$ cat src/sv/hpt_pkg.sv
// Shared types and constants for the homogeneous point transform.
`timescale 1ns / 1ps
`default_nettype none
package hpt_pkg;

    localparam int unsigned FIELD_W   = 32;
    localparam int unsigned CFG_W     = 64;
    localparam int unsigned NUM_REGS  = 8;
    localparam int unsigned ADDR_W    = 6;
    localparam int unsigned QDEPTH    = 4;
    localparam int unsigned QPTR_W    = 2;
    localparam int unsigned QCNT_W    = 3;

    // Register indexes
    localparam logic [2:0] REG_ROW0_COLS01 = 3'd0;
    localparam logic [2:0] REG_ROW0_COLS23 = 3'd1;
    localparam logic [2:0] REG_ROW1_COLS01 = 3'd2;
    localparam logic [2:0] REG_ROW1_COLS23 = 3'd3;
    localparam logic [2:0] REG_ROW2_COLS01 = 3'd4;
    localparam logic [2:0] REG_ROW2_COLS23 = 3'd5;
    localparam logic [2:0] REG_ROW3_COLS01 = 3'd6;
    localparam logic [2:0] REG_ROW3_COLS23 = 3'd7;

    // Identity matrix after reset
    localparam logic [CFG_W-1:0] CFG_RESET [NUM_REGS] = '{
        64'h0000_0000_0001_0000, 64'h0, 64'h0001_0000_0000_0000, 64'h0,
        64'h0, 64'h0000_0000_0001_0000, 64'h0, 64'h0001_0000_0000_0000
    };

    typedef struct packed {
        logic signed [FIELD_W-1:0] point_x;
        logic signed [FIELD_W-1:0] point_y;
        logic signed [FIELD_W-1:0] point_z;
    } t_point;

    typedef struct packed {
        logic signed [FIELD_W-1:0] out_x;
        logic signed [FIELD_W-1:0] out_y;
        logic signed [FIELD_W-1:0] out_z;
        logic                      w_was_zero;
        logic                      saturated;
    } t_result;

    typedef struct packed {
        logic full;
        logic empty;
    } t_qstat;

endpackage
`default_nettype wire

$ cat src/sv/hpt_front.sv
// Input stage: accept a point, narrow it to the operand width, hand it to the queue.
`timescale 1ns / 1ps
`default_nettype none
module hpt_front #(
    parameter int unsigned CB = 32
) (
    input  wire logic            i_clk,
    input  wire logic            i_rst_n,
    input  wire logic            i_push,
    input  wire hpt_pkg::t_point i_point,
    output logic                 o_full,
    input  wire hpt_pkg::t_qstat i_qstat,
    output logic                 o_qwr,
    output hpt_pkg::t_point      o_qdata
);
    logic            r_valid;
    hpt_pkg::t_point r_item;
    logic            w_acc;

    assign o_full  = r_valid && i_qstat.full;
    assign w_acc   = i_push && !o_full;
    assign o_qwr   = r_valid && !i_qstat.full;
    assign o_qdata = r_item;

    // Hold one beat until the queue takes it
    always_ff @(posedge i_clk) begin
        if (!i_rst_n) begin
            r_valid <= 1'b0;
        end else if (w_acc) begin
            r_valid <= 1'b1;
        end else if (o_qwr) begin
            r_valid <= 1'b0;
        end
    end

    // Keep only the low operand bits, sign extended
    always_ff @(posedge i_clk) begin
        if (w_acc) begin
            r_item.point_x <= hpt_pkg::FIELD_W'($signed(i_point.point_x[CB-1:0]));
            r_item.point_y <= hpt_pkg::FIELD_W'($signed(i_point.point_y[CB-1:0]));
            r_item.point_z <= hpt_pkg::FIELD_W'($signed(i_point.point_z[CB-1:0]));
        end
    end
endmodule
`default_nettype wire

$ cat config.mk
export PLATFORM = sky130hd
export DESIGN_NAME = hpt_front
export DESIGN_NICKNAME = d
export VERILOG_FILES = /design/src/sv/hpt_pkg.sv /design/src/sv/hpt_front.sv
export SDC_FILE = /design/constraint.sdc
export NUM_CORES = 1
export LEC_CHECK = 0
export BUFFER_PORTS_ARGS = -buffer_cell sky130_fd_sc_hd__clkbuf_2
export CAP_MARGIN = 20
export CORE_ASPECT_RATIO = 0.8
export CORE_MARGIN = 10
export CORE_UTILIZATION = 38
export DETAILED_ROUTE_END_ITERATION = 7
export PLACE_DENSITY = 0.74
export SETUP_SLACK_MARGIN = 0.05
export SLEW_MARGIN = 20
export SYNTH_ARGS = -nofsm -noshare
export SYNTH_HDL_FRONTEND = slang
export SYNTH_SLANG_ARGS = --single-unit
export TNS_END_PERCENT = 30
$ cat constraint.sdc
create_clock -name i_clk -period 6.65 [get_ports i_clk]
set_input_delay 0.665 -clock i_clk [delete_from_list [all_inputs] [get_ports i_clk]]
set_output_delay 0.665 -clock i_clk [all_outputs]
set_load 0.005 [all_outputs]
==> results.toml <==
[worst_setup_path]
path_class = "primary input to flop"
path_max_fanout = 62
cp_num_buf_inv = 2
endpoint_kind = "flop"
worstPathRequired_ns = 6.63
start_kind = "primary input"
path_cells = "clkbuf_2, and2_4, nor2b_4, buf_4"
path_delay_family = "simple AND/OR/NAND/NOR gates"
cpPeakStageDelay_ns = 0.74
arrival_ns = 2.44
r2r_slack_ns = 4.31
crit_slowest_cell = "buf_4"

[layout]
layout.cells.non_filler = 420
area_delta_synth_final_pct = 44.8
diodes = 0
nNetsFinal = 411
layout-drive-gt1-share = 0.683

[placement]
dp_cells = 404
dp.final_hpwl_microns = 6680
port_buffers = 197
gp_congestion = 0.728

[timing]
slew_viol_final = 0
slew_headroom = 0.366
tightest_slew_ns = 0.949
fin_setup_tns_ns = 0
hold_slack_ns = 0.483
rsz0062_at_grt = "false"
finalHoldViolations = 0
fmax_mhz = 408
setup_viol = 0
final.period_utilization = 0.369
period_minus_slack_ns = 2.45
fin_skew_ns = 0.00589

[grt]
antenna_found_initial = 0
gr-total-overflow = 0
grt_pass1_vias = 1954
grt_pass1_wl_microns = 12100
grt_start_max_net_pins = 63
track_usage = 0.141

[die]
initial_core_util = 0.393
core_sq_mm = 0.00746
dieArea_sq_mm = 0.0117
rows = 28
die_w_microns = 118
io_pins = 199
die_y_microns = 98.6

[detailed_routing]
vias = 1792
drt_drc_violations_left = 0
wl_microns = 8120
ant_nets = 0
drtPass1Iterations = 4
wl_per_cell_microns = 19.3
drt_iter0_drc = 137
vias_per_cell = 4.27

[cts]
postCtsSetupBuffers = 0
hold_buffers = 0
cts_tree = "built"
cts_buffers = 9
ctsHtreeMaxLevel = 3
clk_pin_slew_ns = 0.09
cts.sinks = 97
clockBufferDepth = 2
cts_root_buffer = "clkbuf_8"
ctsResizeCount = 0
worstSkewPairLatency_ns = 0.35

[yosys]
syn_inst = 101
syn_nets = 202
yosys.area.top_type = "edfxtp_1"
yosysMostFrequentCell = "edfxtp_1"
synthTopCellsByArea = "edfxtp_1, dfxtp_1, and2_4"
ys.flop_type = "edfxtp_1"
synth_enable_flop_cells = 96
synth-seq-area-share = 0.990
postSynthAreaPerCell_sq_um = 29.0
synth_seq_cells = 97
ys_types = 6
yosysWarnings = 0
async_reset_ff_frac = 0
synth_area_sq_mm = 0.00293
synth_top_area_share = 0.983

[job]
cap_violations = 0

[pwr]
power_frac_seq = 0.627
p_int_mw = 0.900
clockPowerShare = 0.299
p_sw_frac = 0.220
power_mw = 1.15
p_comb_frac = 0.074
powerDensity_mw_per_mm2 = 271
p_switching_mw = 0.253
ir_drop_mv = 0.131
p_leak_nw = 1.88

[min_path]
hold_class = "primary input to flop"

[outcome]
outcome = "complete, no violations"
## area by class of cell
cell class,instances,area (sq um)
Tap cell,105,131
Clock buffer,9,124
Sequential cell,97,2900
Multi-Input combinational cell,4,37.5
Clock inverter,7,58.8
Timing Repair Buffer,198,993
Fill cell,622,3210
## layer usage
metal	vias up	wire length, microns	global-route usage
met5	-	0	0
met2	123	4200	0.240
li1	829	-	-
met3	14	923	0.0730
met4	0	201	0.0617
met1	826	2800	0.142
## registers in the layout, summed over array words and instances (netlist names)
| register | count |
|---|---|
| o_qdata | 96 |
| r_valid | 1 |
## power groups by stage
stage | Sequential, mW | Clock, mW | Combinational [mW]
6_report | 0.723 | 0.344 | 0.0858
3_5_place_dp | 0.738 | 0 | 0.0888
2_1_floorplan | 0.747 | 0 | 0.0117
3_3_place_gp | 0.736 | 0 | 0.0866
4_1_cts | 0.724 | 0.361 | 0.0890
5_1_grt | 0.726 | 0.386 | 0.0956
## placed cells by master, fill, tap and decap left out, types with 2 or more instances in the layout
master	synthesis	routed
inv_6	0	3
edfxtp_1	96	96
clkbuf_8	0	9
clkinv_4	0	2
clkbuf_2	0	197
## final timing paths
path                                      startpoint               endpoint  cells after the start
worst max-delay path                      i_qstat[1]  o_qdata[65]$_DFFE_PP_                      4
worst min-delay path                     i_point[93]  o_qdata[93]$_DFFE_PP_                      1
worst max register to register  r_valid$_SDFFE_PN0P_  o_qdata[65]$_DFFE_PP_                      3
worst min register to register  r_valid$_SDFFE_PN0P_   r_valid$_SDFFE_PN0P_                      2
## kinds of logic (layout without fill, tap and decap cells)
| family | Yosys count | in the layout | share of synthesized area |
|---|---|---|---|
| buffers and inverters | 0 | 214 | 0 |
| flip-flops | 97 | 97 | 0.990 |
| AND/OR/NAND/NOR | 3 | 3 | 0.00768 |
| AO/OA/AOI/OAI | 1 | 1 | 0.00256 |
## metrics by stage
stage | setup slack, ns | util | instance area [sq um]
6_report | 4.20 | 0.569 | 4250
5_1_grt | 4.02 | 0.569 | 4250
4_1_cts | 4.18 | 0.569 | 4250
3_5_place_dp | 3.79 | 0.545 | 4070
3_3_place_gp | 3.83 | 0.545 | 4070
2_1_floorplan | 1.03 | - | 2930
No activity file was read; power rests on OpenSTA's default activity.
