## config.mk

```make
export PLATFORM = sky130hd
export DESIGN_NAME = hpt_fifo
export DESIGN_NICKNAME = d
export VERILOG_FILES = /design/src/sv/hpt_pkg.sv /design/src/sv/hpt_fifo.sv
export SDC_FILE = /design/constraint.sdc
export NUM_CORES = 1
export LEC_CHECK = 0
export BUFFER_PORTS_ARGS = -buffer_cell sky130_fd_sc_hd__buf_2
export CORE_MARGIN = 4
export CORE_UTILIZATION = 30
export DETAILED_ROUTE_END_ITERATION = 12
export RECOVER_POWER = 100
export SLEW_MARGIN = 40
export SYNTH_ARGS = -nofsm -noshare
export SYNTH_HDL_FRONTEND = slang
export SYNTH_SLANG_ARGS = --single-unit
```

## constraint.sdc

```tcl
create_clock -name i_clk -period 4.85 [get_ports i_clk]
set_input_delay 1.2125 -clock i_clk [delete_from_list [all_inputs] [get_ports i_clk]]
set_output_delay 1.2125 -clock i_clk [all_outputs]
set_load 0.1 [all_outputs]
```

## src/sv/hpt_pkg.sv

```systemverilog
// Shared types and constants for the homogeneous point transform.
`timescale 1ns / 1ps
`default_nettype none
package hpt_pkg;

    localparam int unsigned FIELD_W   = 32;
    localparam int unsigned CFG_W     = 64;
    localparam int unsigned NUM_REGS  = 8;
    localparam int unsigned ADDR_W    = 6;
    localparam int unsigned QDEPTH    = 4;
    localparam int unsigned QPTR_W    = 2;
    localparam int unsigned QCNT_W    = 3;

    // Register indexes
    localparam logic [2:0] REG_ROW0_COLS01 = 3'd0;
    localparam logic [2:0] REG_ROW0_COLS23 = 3'd1;
    localparam logic [2:0] REG_ROW1_COLS01 = 3'd2;
    localparam logic [2:0] REG_ROW1_COLS23 = 3'd3;
    localparam logic [2:0] REG_ROW2_COLS01 = 3'd4;
    localparam logic [2:0] REG_ROW2_COLS23 = 3'd5;
    localparam logic [2:0] REG_ROW3_COLS01 = 3'd6;
    localparam logic [2:0] REG_ROW3_COLS23 = 3'd7;

    // Identity matrix after reset
    localparam logic [CFG_W-1:0] CFG_RESET [NUM_REGS] = '{
        64'h0000_0000_0001_0000, 64'h0, 64'h0001_0000_0000_0000, 64'h0,
        64'h0, 64'h0000_0000_0001_0000, 64'h0, 64'h0001_0000_0000_0000
    };

    typedef struct packed {
        logic signed [FIELD_W-1:0] point_x;
        logic signed [FIELD_W-1:0] point_y;
        logic signed [FIELD_W-1:0] point_z;
    } t_point;

    typedef struct packed {
        logic signed [FIELD_W-1:0] out_x;
        logic signed [FIELD_W-1:0] out_y;
        logic signed [FIELD_W-1:0] out_z;
        logic                      w_was_zero;
        logic                      saturated;
    } t_result;

    typedef struct packed {
        logic full;
        logic empty;
    } t_qstat;

endpackage
`default_nettype wire

```

## src/sv/hpt_fifo.sv

```systemverilog
// Short point queue between the front and the back.
`timescale 1ns / 1ps
`default_nettype none
module hpt_fifo (
    input  wire logic            i_clk,
    input  wire logic            i_rst_n,
    input  wire logic            i_wr,
    input  wire hpt_pkg::t_point i_data,
    input  wire logic            i_rd,
    output hpt_pkg::t_point      o_data,
    output hpt_pkg::t_qstat      o_stat
);
    hpt_pkg::t_point                 r_mem [hpt_pkg::QDEPTH];
    logic [hpt_pkg::QPTR_W-1:0]      r_wptr, r_rptr;
    logic [hpt_pkg::QCNT_W-1:0]      r_cnt, n_cnt;
    logic                            w_wr, w_rd;

    assign o_stat.full  = (r_cnt == hpt_pkg::QCNT_W'(hpt_pkg::QDEPTH));
    assign o_stat.empty = (r_cnt == '0);
    assign w_wr = i_wr && !o_stat.full;
    assign w_rd = i_rd && !o_stat.empty;
    assign o_data = r_mem[r_rptr];

    // Track fill level
    always_comb begin
        n_cnt = r_cnt;
        if (w_wr && !w_rd) begin
            n_cnt = r_cnt + 1'b1;
        end else if (w_rd && !w_wr) begin
            n_cnt = r_cnt - 1'b1;
        end
    end

    // Advance pointers
    always_ff @(posedge i_clk) begin
        if (!i_rst_n) begin
            r_wptr <= '0;
            r_rptr <= '0;
            r_cnt  <= '0;
        end else begin
            r_cnt <= n_cnt;
            if (w_wr) begin
                r_wptr <= r_wptr + 1'b1;
            end
            if (w_rd) begin
                r_rptr <= r_rptr + 1'b1;
            end
        end
    end

    // Store beat
    always_ff @(posedge i_clk) begin
        if (w_wr) begin
            r_mem[r_wptr] <= i_data;
        end
    end
endmodule
`default_nettype wire

```

==> flow_summary.yaml <==
clock_tree:
  post_cts.resized_instances: 0
  total_clock_buffers_created_by_cts: 43
  clock_sinks: 393
  cts_root_buffer: "clkbuf_16"
  tritoncts: "yes"
  post_cts_hold_buffer_count: 0
  worst_skew_pair.late_latency_ns: 0.54
  clkTransAtPathRegs_ns: 0.05
  cts_setup_buffers: 0
  cts.htree.levels: 2
  ctsLongestPathBuffers: 3
layout:
  fill_cells: 4336
  drive_gt1_frac: 0.312
  diodes: 0
  num-nets-final: 886
  layout_area_overhead_pct: 20.7
detailed_routing:
  wire_per_inst_um: 20.3
  routed_via_density: 4.55
  detail-route-antenna-nets: 0
  drc: 0
  initialDrtViolationCount: 455
  vias_after_detailed_routing: 6463
  drt-total-wl_um: 28800
  number_of_iterations_in_the_first_detailed_routing_pass: 6
yosys:
  synth-seq-area-share: 0.817
  netlist_area_um2: 14300
  synth_top_cells_by_area: "edfxtp_1 80%, mux4_2 15%, dfxtp_1 1.3%"
  synth_area_leader_cell: "edfxtp_1"
  postSynthRegisterBits: 393
  postSynthCellCount: 550
  synth.net_count: 656
  yosys_warnings: 0
  most_instantiated_flip_flop_cell_in_the_synthesis_netlist: "edfxtp_1"
  number_of_enable_flip_flop_cells_after_synthesis: 384
  yosys_top_cell_area_share: 0.805
  postSynth.asyncResetShare: 0
  syn_area_per_cell_um2: 26.1
  synth.distinct_cells: 24
placement:
  total_of_buffers_placed_on_input_and_output_ports: 197
  hpwl_um: 17200
  final_weighted_congestion_in_routability_driven_placement: 0.652
sta:
  fin_tns_setup_ns: 0
  timing_worst_slew_pin_value_ns: 2.09
  hold_violation_total_from_the_final_report: 0
  fin_skew_ns: 0.0106
  max_clock_freq_mhz: 241
  share_of_the_clock_period_used_by_the_worst_path_after_layout: 0.854
  final.min_clock_period_ns: 4.14
  unrepaired_setup_endpoints_after_global_routing: "false"
  finalSetupViolations: 0
  slew_violations: 84
  slew_headroom: -0.394
worst_setup_path:
  timing.reg2reg.setup_slack_ns: 0.95
  startpoint_type: "register"
  setup.worst_path.end_class: "output pin"
  top_fanout_value_on_the_critical_path: 62
  cp.required_ns: 3.64
  worstPathArrival_ns: 2.93
  timing.setup.critical_path_class: "reg2out"
min_path:
  holdCritPathClass: "reg2reg"
floorplanning:
  die_width_um: 227
  start_util: 0.306
  chipHeight_um: 227
  io_pins: 198
  core_area_um2: 46900
  dieArea_um2: 51300
  std_cell_rows: 79
grt:
  first_global_vias: 7085
  gr-usage-all-layers: 0.112
  overflow: 0
  grt_start_max_net_pins: 63
  antenna_found_initial: 1
  grt_pass1_wl_um: 43600
status:
  status: "complete, but fails checks"
  failing_checks: "capacitance limit, slew limit"
flow_run:
  drv_cap: 4
==> per-layer routing <==
metal,vias to the layer above,global-route usage,wire (um)
met1,3389,0.147,12300
li1,2826,-,-
met5,-,0,13
met3,53,0.0329,1900
met4,2,0.0350,646
met2,193,0.182,13900
==> cell type report <==
type                       count  area (um2)  share of cell area
clock buffer                  55        1190              0.0690
timing repair buffer         209         993              0.0574
tap                          607         759              0.0439
sequential                   393       11700               0.678
clock inverter                24         184              0.0106
multi-input combinational    130        2430               0.141
inverter                       3        11.3            0.000651
==> state kept, by name, indices dropped and copies added (netlist names), named ones only <==
signal and count:
r_rptr 2, r_cnt 3, r_mem 384, r_wptr 2
==> path summary, 6_finish.rpt <==
| kind | from | to | cells after the start |
|---|---|---|---|
| max | register | o_data[5] | 3 |
| min | r_wptr[0] | r_wptr[0] | 2 |
| max reg2reg | r_cnt[0] | r_mem[1][78] | 4 |
| min reg2reg | r_wptr[0] | r_wptr[0] | 2 |
==> stage by stage <==
stage                util  instance area [um2]  hold slack, ns  worst slack, ns  std cells
global placement    0.344                16100           0.489             1.55       1342
CTS                 0.373                17500           0.510            0.946       1421
floorplan               -                14300           0.468          0.00226        550
finish              0.369                17300           0.499            0.707       1421
detailed placement  0.344                16100           0.500             1.55       1342
global route        0.369                17300           0.534            0.442       1421
==> worst max-delay path, cell delays in order, from the launching register on <==
cell and delay (ns):
dfxtp_4 0.76, buf_12 0.44, mux4_2 0.29, clkbuf_1 0.87
==> logic make-up after synthesis <==
kind of cell | Yosys count | share of synthesized area
flops | 393 | 0.817
mux | 99 | 0.153
buf+inv | 27 | 0.0128
simple gates | 17 | 0.00672
fa+ha+maj | 6 | 0.00576
compound gates | 4 | 0.00201
xor+xnor | 4 | 0.00245
==> cells in the mapped netlist (2+ instances only) <==
library cell / count
mux4_2: 96
inv_1: 3
and2_1: 8
nand2_1: 4
mux2i_1: 3
dfxtp_1: 9
xnor2_1: 3
edfxtp_1: 384
buf_8: 4
ha_1: 5
clkbuf_1: 7
nor2b_1: 2
buf_2: 11
==> cells in the final DEF, fill, tap and decap left out, types with 2 or more instances in the layout <==
cell type / synthesis / layout
clkinv_2: 0 / 11
xnor2_1: 3 / 3
clkbuf_2: 0 / 59
dfxtp_1: 9 / 7
clkbuf_1: 7 / 127
edfxtp_1: 384 / 384
nand2_1: 4 / 4
mux4_2: 96 / 96
and2_0: 0 / 8
buf_2: 11 / 21
clkbuf_8: 0 / 3
clkbuf_16: 0 / 45
mux2i_1: 3 / 3
buf_4: 0 / 2
inv_1: 3 / 3
clkinvlp_4: 0 / 4
nor2b_1: 2 / 2
bufinv_16: 0 / 2
buf_12: 1 / 6
ha_1: 5 / 5
clkinv_1: 0 / 5
Power is left out: the tool's default activity adds up to more than one toggle a clock period on the data nets, which glitch-free logic cannot reach.
